--- src/assert_macros.svh ---
// assertion macros shared by the rtl
// no dependencies
`ifndef ASSERT_MACROS_SVH
`define ASSERT_MACROS_SVH

// condition must never hold outside reset
`define ASSERT_NEVER(label, clk, rst, cond) \
  label: assert property (@(posedge clk) disable iff (rst) !(cond)) \
    else $error("assertion failed");

// antecedent implies consequent in the same cycle
`define ASSERT_IMPL(label, clk, rst, ante, cons) \
  label: assert property (@(posedge clk) disable iff (rst) (ante) |-> (cons)) \
    else $error("assertion failed");

`endif

--- src/prfe_pkg.sv ---
// package for the partition refinement engine: constants, codes, types
// no dependencies
package prfe_pkg;

  localparam int NUM_STATES  = 32;
  localparam int MAX_CLASSES = (NUM_STATES < 32) ? NUM_STATES : 32;
  localparam logic [31:0] VALID_MASK =
    (NUM_STATES >= 32) ? 32'hFFFF_FFFF : (32'hFFFF_FFFF >> (32 - NUM_STATES));

  localparam logic [1:0] ACT_LOAD   = 2'd0;
  localparam logic [1:0] ACT_REFINE = 2'd1;
  localparam logic [1:0] ACT_SORT   = 2'd2;

  localparam logic [1:0] KIND_SPLIT  = 2'd0;
  localparam logic [1:0] KIND_DONE   = 2'd1;
  localparam logic [1:0] KIND_REJECT = 2'd2;

  typedef enum logic [3:0] {
    ST_IDLE, ST_LD_COS, ST_EMIT_DONE,
    ST_RF_SCAN, ST_RF_CLS, ST_RF_MEM, ST_RF_WNEW, ST_RF_COS, ST_RF_EMIT,
    ST_SO_SCAN, ST_SO_CLS, ST_SO_MEM, ST_SO_COS, ST_SO_CPR, ST_SO_CPW
  } state_t;

  typedef struct packed {
    logic        cut;
    logic [31:0] keep;
    logic [31:0] moved;
  } split_t;

endpackage

--- src/prfe_split.sv ---
// splits one class bitmap by a splitter mask, larger part kept
// depends on prfe_pkg
module prfe_split (
  input  logic [31:0]     members,
  input  logic [31:0]     splitter,
  output prfe_pkg::split_t res
);

  logic [31:0] out_part;
  logic [31:0] in_part;
  logic [5:0]  pop_out;
  logic [5:0]  pop_in;

  always_comb begin
    out_part = members & ~splitter;
    in_part  = members & splitter;
    pop_out  = 6'($countones(out_part));
    pop_in   = 6'($countones(in_part));
    res.cut  = (out_part != 32'd0);
    // the part outside the splitter wins ties
    if (pop_out < pop_in) begin
      res.keep  = in_part;
      res.moved = out_part;
    end else begin
      res.keep  = out_part;
      res.moved = in_part;
    end
  end

endmodule

--- src/partition_refinement_engine.sv ---
// partition refinement engine: one request at a time, state in block memories.
// an accepted load walks the 32 states, a rejected load or unknown action goes straight
// to the done result; refine and sort scan the 32 states; output stalls hold the engine.
// reset clears the class count, assigned states and handshake state; memory
// contents stay undefined and are only read once written.
`include "assert_macros.svh"
module partition_refinement_engine (
  input  logic        clk,
  input  logic        rst,
  input  logic        in_valid,
  output logic        in_stall,
  input  logic [1:0]  action,
  input  logic [31:0] set_bits,
  output logic        out_valid,
  input  logic        out_stall,
  output logic [1:0]  kind,
  output logic [4:0]  class_number,
  output logic [5:0]  class_count,
  output logic        last
);

  prfe_pkg::state_t state, state_next;

  logic [31:0] members [32];
  logic [31:0] fresh   [32];
  logic [4:0]  cos     [32];
  logic [31:0] members_q, fresh_q;
  logic [4:0]  cos_q;

  logic        mem_we;
  logic [4:0]  mem_waddr, mem_raddr;
  logic [31:0] mem_wdata;
  logic        cos_we, fresh_we;

  logic [31:0] assigned;
  logic [5:0]  num_classes;
  logic [31:0] work_mask;
  logic [31:0] moved_r;
  logic [4:0]  s, t, cls_c, wr_cls;
  logic [5:0]  nxt, j;
  logic [1:0]  emit_kind;
  logic [4:0]  emit_num;

  logic        accept, out_free, out_load;
  logic [31:0] ld_mask;
  logic        ld_ok, do_split, is_min;
  prfe_pkg::split_t split;

  assign accept   = in_valid && !in_stall;
  assign out_free = !out_valid || !out_stall;
  assign in_stall = (state != prfe_pkg::ST_IDLE);
  assign ld_mask  = set_bits & prfe_pkg::VALID_MASK & ~assigned;
  assign ld_ok    = (ld_mask != 32'd0) && (num_classes < 6'(prfe_pkg::MAX_CLASSES));
  assign do_split = split.cut && (num_classes < 6'd32);
  // smallest member test: nothing below s, s itself present
  assign is_min   = ((members_q & ((32'd2 << s) - 32'd1)) == (32'd1 << s));

  prfe_split u_split (
    .members  (members_q),
    .splitter (work_mask),
    .res      (split)
  );

  always_ff @(posedge clk) begin
    if (mem_we) begin
      members[mem_waddr] <= mem_wdata;
    end
    members_q <= members[mem_raddr];
    if (cos_we) begin
      cos[t] <= wr_cls;
    end
    cos_q <= cos[s];
    if (fresh_we) begin
      fresh[nxt[4:0]] <= members_q;
    end
    fresh_q <= fresh[j[4:0]];
  end

  always_comb begin
    state_next = state;
    case (state)
      prfe_pkg::ST_IDLE: begin
        if (accept) begin
          case (action)
            prfe_pkg::ACT_LOAD:   state_next = ld_ok ? prfe_pkg::ST_LD_COS
                                                     : prfe_pkg::ST_EMIT_DONE;
            prfe_pkg::ACT_REFINE: state_next = prfe_pkg::ST_RF_SCAN;
            prfe_pkg::ACT_SORT:   state_next = prfe_pkg::ST_SO_SCAN;
            default:              state_next = prfe_pkg::ST_EMIT_DONE;
          endcase
        end
      end
      prfe_pkg::ST_LD_COS:
        if (t == 5'd31) state_next = prfe_pkg::ST_EMIT_DONE;
      prfe_pkg::ST_EMIT_DONE:
        if (out_free) state_next = prfe_pkg::ST_IDLE;
      prfe_pkg::ST_RF_SCAN: begin
        if (work_mask[s]) state_next = prfe_pkg::ST_RF_CLS;
        else if (s == 5'd31) state_next = prfe_pkg::ST_EMIT_DONE;
      end
      prfe_pkg::ST_RF_CLS: state_next = prfe_pkg::ST_RF_MEM;
      prfe_pkg::ST_RF_MEM: begin
        if (do_split) state_next = prfe_pkg::ST_RF_WNEW;
        else if (s == 5'd31) state_next = prfe_pkg::ST_EMIT_DONE;
        else state_next = prfe_pkg::ST_RF_SCAN;
      end
      prfe_pkg::ST_RF_WNEW: state_next = prfe_pkg::ST_RF_COS;
      prfe_pkg::ST_RF_COS:
        if (t == 5'd31) state_next = prfe_pkg::ST_RF_EMIT;
      prfe_pkg::ST_RF_EMIT: begin
        if (out_free) begin
          state_next = (s == 5'd31) ? prfe_pkg::ST_EMIT_DONE : prfe_pkg::ST_RF_SCAN;
        end
      end
      prfe_pkg::ST_SO_SCAN: begin
        if (assigned[s]) state_next = prfe_pkg::ST_SO_CLS;
        else if (s == 5'd31) state_next = prfe_pkg::ST_SO_CPR;
      end
      prfe_pkg::ST_SO_CLS: state_next = prfe_pkg::ST_SO_MEM;
      prfe_pkg::ST_SO_MEM: begin
        if (is_min) state_next = prfe_pkg::ST_SO_COS;
        else if (s == 5'd31) state_next = prfe_pkg::ST_SO_CPR;
        else state_next = prfe_pkg::ST_SO_SCAN;
      end
      prfe_pkg::ST_SO_COS: begin
        if (t == 5'd31) begin
          state_next = (s == 5'd31) ? prfe_pkg::ST_SO_CPR : prfe_pkg::ST_SO_SCAN;
        end
      end
      prfe_pkg::ST_SO_CPR:
        state_next = (j == nxt) ? prfe_pkg::ST_EMIT_DONE : prfe_pkg::ST_SO_CPW;
      prfe_pkg::ST_SO_CPW: state_next = prfe_pkg::ST_SO_CPR;
      default: state_next = prfe_pkg::ST_IDLE;
    endcase
  end

  always_comb begin
    mem_we    = 1'b0;
    mem_waddr = cls_c;
    mem_wdata = split.keep;
    mem_raddr = cos_q;
    cos_we    = 1'b0;
    fresh_we  = 1'b0;
    out_load  = 1'b0;
    case (state)
      prfe_pkg::ST_IDLE: begin
        mem_we    = accept && (action == prfe_pkg::ACT_LOAD) && ld_ok;
        mem_waddr = num_classes[4:0];
        mem_wdata = ld_mask;
      end
      prfe_pkg::ST_LD_COS, prfe_pkg::ST_RF_COS, prfe_pkg::ST_SO_COS:
        cos_we = moved_r[t];
      prfe_pkg::ST_EMIT_DONE, prfe_pkg::ST_RF_EMIT:
        out_load = out_free;
      prfe_pkg::ST_RF_MEM:
        mem_we = do_split;
      prfe_pkg::ST_RF_WNEW: begin
        mem_we    = 1'b1;
        mem_waddr = num_classes[4:0];
        mem_wdata = moved_r;
      end
      prfe_pkg::ST_SO_MEM:
        fresh_we = is_min;
      prfe_pkg::ST_SO_CPW: begin
        mem_we    = 1'b1;
        mem_waddr = j[4:0];
        mem_wdata = fresh_q;
      end
      default: ;
    endcase
  end

  always_ff @(posedge clk) begin
    if (rst) begin
      state       <= prfe_pkg::ST_IDLE;
      out_valid   <= 1'b0;
      num_classes <= 6'd0;
      assigned    <= 32'd0;
    end else begin
      state <= state_next;
      if (out_load) begin
        out_valid <= 1'b1;
      end else if (!out_stall) begin
        out_valid <= 1'b0;
      end
      if (state == prfe_pkg::ST_IDLE && accept && action == prfe_pkg::ACT_LOAD && ld_ok) begin
        num_classes <= num_classes + 6'd1;
        assigned    <= assigned | ld_mask;
      end else if (state == prfe_pkg::ST_RF_WNEW) begin
        num_classes <= num_classes + 6'd1;
      end
    end
  end

  always_ff @(posedge clk) begin
    case (state)
      prfe_pkg::ST_IDLE: begin
        s         <= 5'd0;
        t         <= 5'd0;
        nxt       <= 6'd0;
        j         <= 6'd0;
        work_mask <= set_bits & prfe_pkg::VALID_MASK & assigned;
        moved_r   <= ld_mask;
        wr_cls    <= num_classes[4:0];
        if (action == prfe_pkg::ACT_LOAD) begin
          emit_kind <= ld_ok ? prfe_pkg::KIND_DONE : prfe_pkg::KIND_REJECT;
          emit_num  <= ld_ok ? num_classes[4:0] : 5'd0;
        end else begin
          emit_kind <= prfe_pkg::KIND_DONE;
          emit_num  <= 5'd0;
        end
      end
      prfe_pkg::ST_LD_COS, prfe_pkg::ST_RF_COS:
        t <= t + 5'd1;
      prfe_pkg::ST_RF_SCAN, prfe_pkg::ST_SO_SCAN: begin
        if (!(state == prfe_pkg::ST_RF_SCAN ? work_mask[s] : assigned[s])) begin
          s <= s + 5'd1;
        end
      end
      prfe_pkg::ST_RF_CLS, prfe_pkg::ST_SO_CLS:
        cls_c <= cos_q;
      prfe_pkg::ST_RF_MEM: begin
        moved_r <= split.moved;
        if (!do_split) s <= s + 5'd1;
      end
      prfe_pkg::ST_RF_WNEW: begin
        wr_cls <= num_classes[4:0];
        t      <= 5'd0;
      end
      prfe_pkg::ST_RF_EMIT:
        if (out_free) s <= s + 5'd1;
      prfe_pkg::ST_SO_MEM: begin
        moved_r <= members_q;
        wr_cls  <= nxt[4:0];
        t       <= 5'd0;
        if (!is_min) s <= s + 5'd1;
      end
      prfe_pkg::ST_SO_COS: begin
        t <= t + 5'd1;
        if (t == 5'd31) begin
          nxt <= nxt + 6'd1;
          s   <= s + 5'd1;
        end
      end
      prfe_pkg::ST_SO_CPW:
        j <= j + 6'd1;
      default: ;
    endcase
  end

  always_ff @(posedge clk) begin
    if (out_load) begin
      class_count <= num_classes;
      if (state == prfe_pkg::ST_RF_EMIT) begin
        kind         <= prfe_pkg::KIND_SPLIT;
        class_number <= wr_cls;
        last         <= 1'b0;
      end else begin
        kind         <= emit_kind;
        class_number <= emit_num;
        last         <= 1'b1;
      end
    end
  end

  `ASSERT_NEVER(a_count_range, clk, rst, num_classes > 6'(prfe_pkg::MAX_CLASSES))
  `ASSERT_IMPL(a_empty_no_class, clk, rst, assigned == 32'd0, num_classes == 6'd0)
  `ASSERT_IMPL(a_sort_bound, clk, rst, state == prfe_pkg::ST_SO_CPR, nxt <= num_classes)

endmodule

--- config.mk ---
export PLATFORM = sky130hd
export DESIGN_NAME = partition_refinement_engine
export DESIGN_NICKNAME = d
export VERILOG_FILES = /design/src/prfe_pkg.sv /design/src/prfe_split.sv /design/src/partition_refinement_engine.sv
export VERILOG_INCLUDE_DIRS = /design/src /design/src/src
export SDC_FILE = /design/constraint.sdc
export NUM_CORES = 2
export LEC_CHECK = 0
export BUFFER_PORTS_ARGS = -buffer_cell sky130_fd_sc_hd__buf_2
export CAP_MARGIN = 10
export CELL_PAD_IN_SITES_DETAIL_PLACEMENT = 0
export CELL_PAD_IN_SITES_GLOBAL_PLACEMENT = 1
export CORE_MARGIN = 3
export CORE_UTILIZATION = 45
export DETAILED_ROUTE_END_ITERATION = 8
export PLACE_DENSITY_LB_ADDON = 0.3
export SLEW_MARGIN = 20
export SYNTH_ARGS = -nofsm -noshare
export SYNTH_HDL_FRONTEND = slang
export SYNTH_SLANG_ARGS = --single-unit
--- constraint.sdc ---
create_clock -name clk -period 6.9 [get_ports clk]
set_clock_uncertainty 0.15 [all_clocks]
set_input_delay 1.035 -clock clk [delete_from_list [all_inputs] [get_ports clk]]
set_output_delay 1.035 -clock clk [all_outputs]
set_load 0.05 [all_outputs]
==> impl_metrics.env <==
export IMPL_worstMarginPinSlew_ps=1120
export IMPL_die_w_um=476
export IMPL_slew_headroom_pct=24.6
export IMPL_fmax_ghz=0.148
export IMPL_synth_area_mm2=0.0994
export IMPL_yosysWarningCount=0
export IMPL_drtIter0Drc=6431
export IMPL_antenna_found_initial=14
export IMPL_syn_nets=5153
export IMPL_rsz0062_at_grt="yes"
export IMPL_routed_wl_um=279000
export IMPL_path_clk_slew_ps=70
export IMPL_numCtsBuffers=239
export IMPL_cts_tree="done"
export IMPL_slowest_delay_ps=610
export IMPL_area_delta_synth_final_pct=14.1
export IMPL_multi_input_area_mm2=0.0266
export IMPL_synth_seq_cells=2437
export IMPL_ioPinCount=54
export IMPL_finalCriticalPeriod_ps=6770
export IMPL_setup_viol=0
export IMPL_dieHeight_um=476
export IMPL_ys_flop_type="edfxtp_1"
export IMPL_first_pass_iters=5
export IMPL_synth_edf_count=2325
export IMPL_die_area_mm2=0.226
export IMPL_clock_sinks=2437
export IMPL_crit_slowest_cell="fa_1"
export IMPL_start_util_pct=45.5
export IMPL_worst_setup_path_type="reg -> reg"
export IMPL_placed_cells=7931
export IMPL_drc_errors=0
export IMPL_clock_path_buffers=3
export IMPL_place_congestion=1.00
export IMPL_num_nets_final=5423
export IMPL_cp_max_fo=16
export IMPL_fill_cells=17000
export IMPL_pre_cts_ws_ps=62.1
export IMPL_grt_pass1_wl_um=392000
export IMPL_synth_seq_area_share_pct=72.5
export IMPL_rows=171
export IMPL_start_kind="flip-flop"
export IMPL_overflow=0
export IMPL_final_max_slew_viol_count=0
export IMPL_hold_path_class="in -> reg"
export IMPL_hold_viol=0
export IMPL_fin_ws_ps=133
export IMPL_io_buffers=53
export IMPL_htreeDepth=4
export IMPL_mostFrequentLayoutCell="edfxtp_1"
export IMPL_clock_latency_ps=920
export IMPL_syn_inst=4978
export IMPL_status="finished clean"
export IMPL_vias=51513
export IMPL_period_share_pct=98.1
export IMPL_reg2reg_slack_ps=130
export IMPL_core_mm2=0.218
export IMPL_detail_route_vias_per_cell=6.13
export IMPL_seq_area_mm2=0.0721
export IMPL_grt_pass1_vias=50729
export IMPL_drive_above_1_share_pct=27.7
export IMPL_maxCapViolCount=0
export IMPL_dp_hpwl_um=165000
export IMPL_synth_area_top_cells="edfxtp_1 (70%), mux4_2 (15%), dfxtp_1 (2.3%)"
export IMPL_final_cells=8402
export IMPL_clock_root_buffer="clkbuf_16"
export IMPL_synth_top_cell_by_area="edfxtp_1"
export IMPL_drtAntennaViolNets=0
export IMPL_hold_buffers=0
export IMPL_worstSetupEndpointType="flip-flop"
export IMPL_synthArstFlopShare_pct=0
export IMPL_syn_avg_cell_area_um2=20.0
export IMPL_worstPathCellList="and2_1 > ha_1 > inv_1 > fa_1 > fa_1 > inv_1 > fa_1 > fa_1 > fa_1 > ha_1 > fa_1 > inv_1 > ha_1 > a21o_1 > a21o_1 > a21o_1 > a21oi_4 > buf_12 > xnor2_1 > a31o_4"
export IMPL_crit_required_ps=7400
export IMPL_wl_per_cell_um=33.2
export IMPL_yosys_area_top_type_share_pct=70.3
export IMPL_timing_critical_path_mode_cell="fa_1"
export IMPL_mostFrequentLayoutCells="edfxtp_1 (2325), mux4_2 (683), clkbuf_16 (239)"
export IMPL_track_usage_pct=24.7
export IMPL_netlist_cell_type_count=80
export IMPL_cp_arrival_ps=7270
export IMPL_grt_max_degree=135
export IMPL_crit_family="adder cells"
export IMPL_crit_buf_inv=4
worst min-delay path, cell delays in order:
cell     delay [ps]
buf_2           110
a21oi_1          60
nor2_1           80
cell type report:
type                       instances  share of cell area [%]
antenna                            8                  0.0177
clock buffer                     313                    5.60
clock inverter                   133                    1.29
inverter                         144                   0.477
multi-input combinational       2136                    23.5
sequential                      2437                    63.6
tap                             2941                    3.24
timing repair buffer             290                    2.35
cell usage after synthesis (13+ instances only):
library cell,count
a31o_2,31
fa_1,52
ha_1,85
clkbuf_1,186
nand3_1,37
nor2b_1,29
a21o_1,14
nand2b_1,69
edfxtp_1,2325
mux2i_1,54
nor3_1,20
nand2_1,158
nand4_1,20
mux2_2,65
and2_1,75
dfxtp_1,112
nor2_1,240
xor2_1,23
a221o_1,33
o21ai_0,99
a21oi_1,79
inv_1,142
o22ai_1,13
xnor2_1,63
o221ai_1,30
buf_1,71
mux4_2,683
logic make-up (layout without fill, tap and decap cells):
family                     after synthesis  in the layout  synth area share, %
AOI/OAI and AO/OA                      386            388                 2.66
buffers and inverters                  407            880                 1.55
and+or+nand+nor                        723            723                 3.63
muxes                                  802            802                 16.8
other                                    0              8                    0
xor gates and xnor gates                86             86                0.758
adders and majority gates              137            137                 2.12
DFF                                   2437           2437                 72.5
metal layers:
| metal | GRT usage (%) | routed length (um) | vias to the layer above |
|---|---|---|---|
| li1 | - | - | 20853 |
| met1 | 36.6 | 117000 | 27627 |
| met2 | 37.1 | 127000 | 2604 |
| met3 | 5.06 | 26300 | 425 |
| met4 | 7.38 | 8420 | 4 |
| met5 | 0 | 30 | - |
what timing repair did:
item,CTS,global route
gates resized for setup,0,36
setup buffers,0,11
endpoints found under the setup margin,0,993
sequential cells by signal, summed over array words and instances (netlist names), 2 cells and up:
signal / count
wr_cls: 5
members_q: 32
work_mask: 32
emit_num: 5
class_count: 6
fresh_q: 32
cls_c: 5
num_classes: 6
emit_kind: 2
moved_r: 32
j: 6
cos: 160
assigned: 32
cos_q: 5
s: 5
t: 5
kind: 2
state: 4
class_number: 5
members: 1024
nxt: 6
fresh: 1024
stage by stage:
step / hold slack, ps / instance area [um^2] / util, % / TNS (ps)
after floorplan: 256 / 99400 / - / 0
after global placement: 330 / 105000 / 48.1 / 0
after detailed placement: 342 / 105000 / 48.1 / 0
after CTS: 213 / 113000 / 51.7 / 0
after global routing: 272 / 113000 / 51.9 / -1650
final: 285 / 113000 / 51.9 / 0
worst paths after layout:
path / from / to / cells after the start
worst max register to register: work_mask[28]$_DFFE_PP_ / members[0][6]$_DFFE_PP_ / 20
worst min-delay path: set_bits[31] / assigned[31]$_SDFFE_PP0P_ / 3
worst max-delay path: work_mask[28]$_DFFE_PP_ / members[0][6]$_DFFE_PP_ / 20
worst min register to register: assigned[0]$_SDFFE_PP0P_ / assigned[0]$_SDFFE_PP0P_ / 2
Power is left out: the tool's default activity adds up to more than one toggle a clock period on the data nets, which glitch-free logic cannot reach.
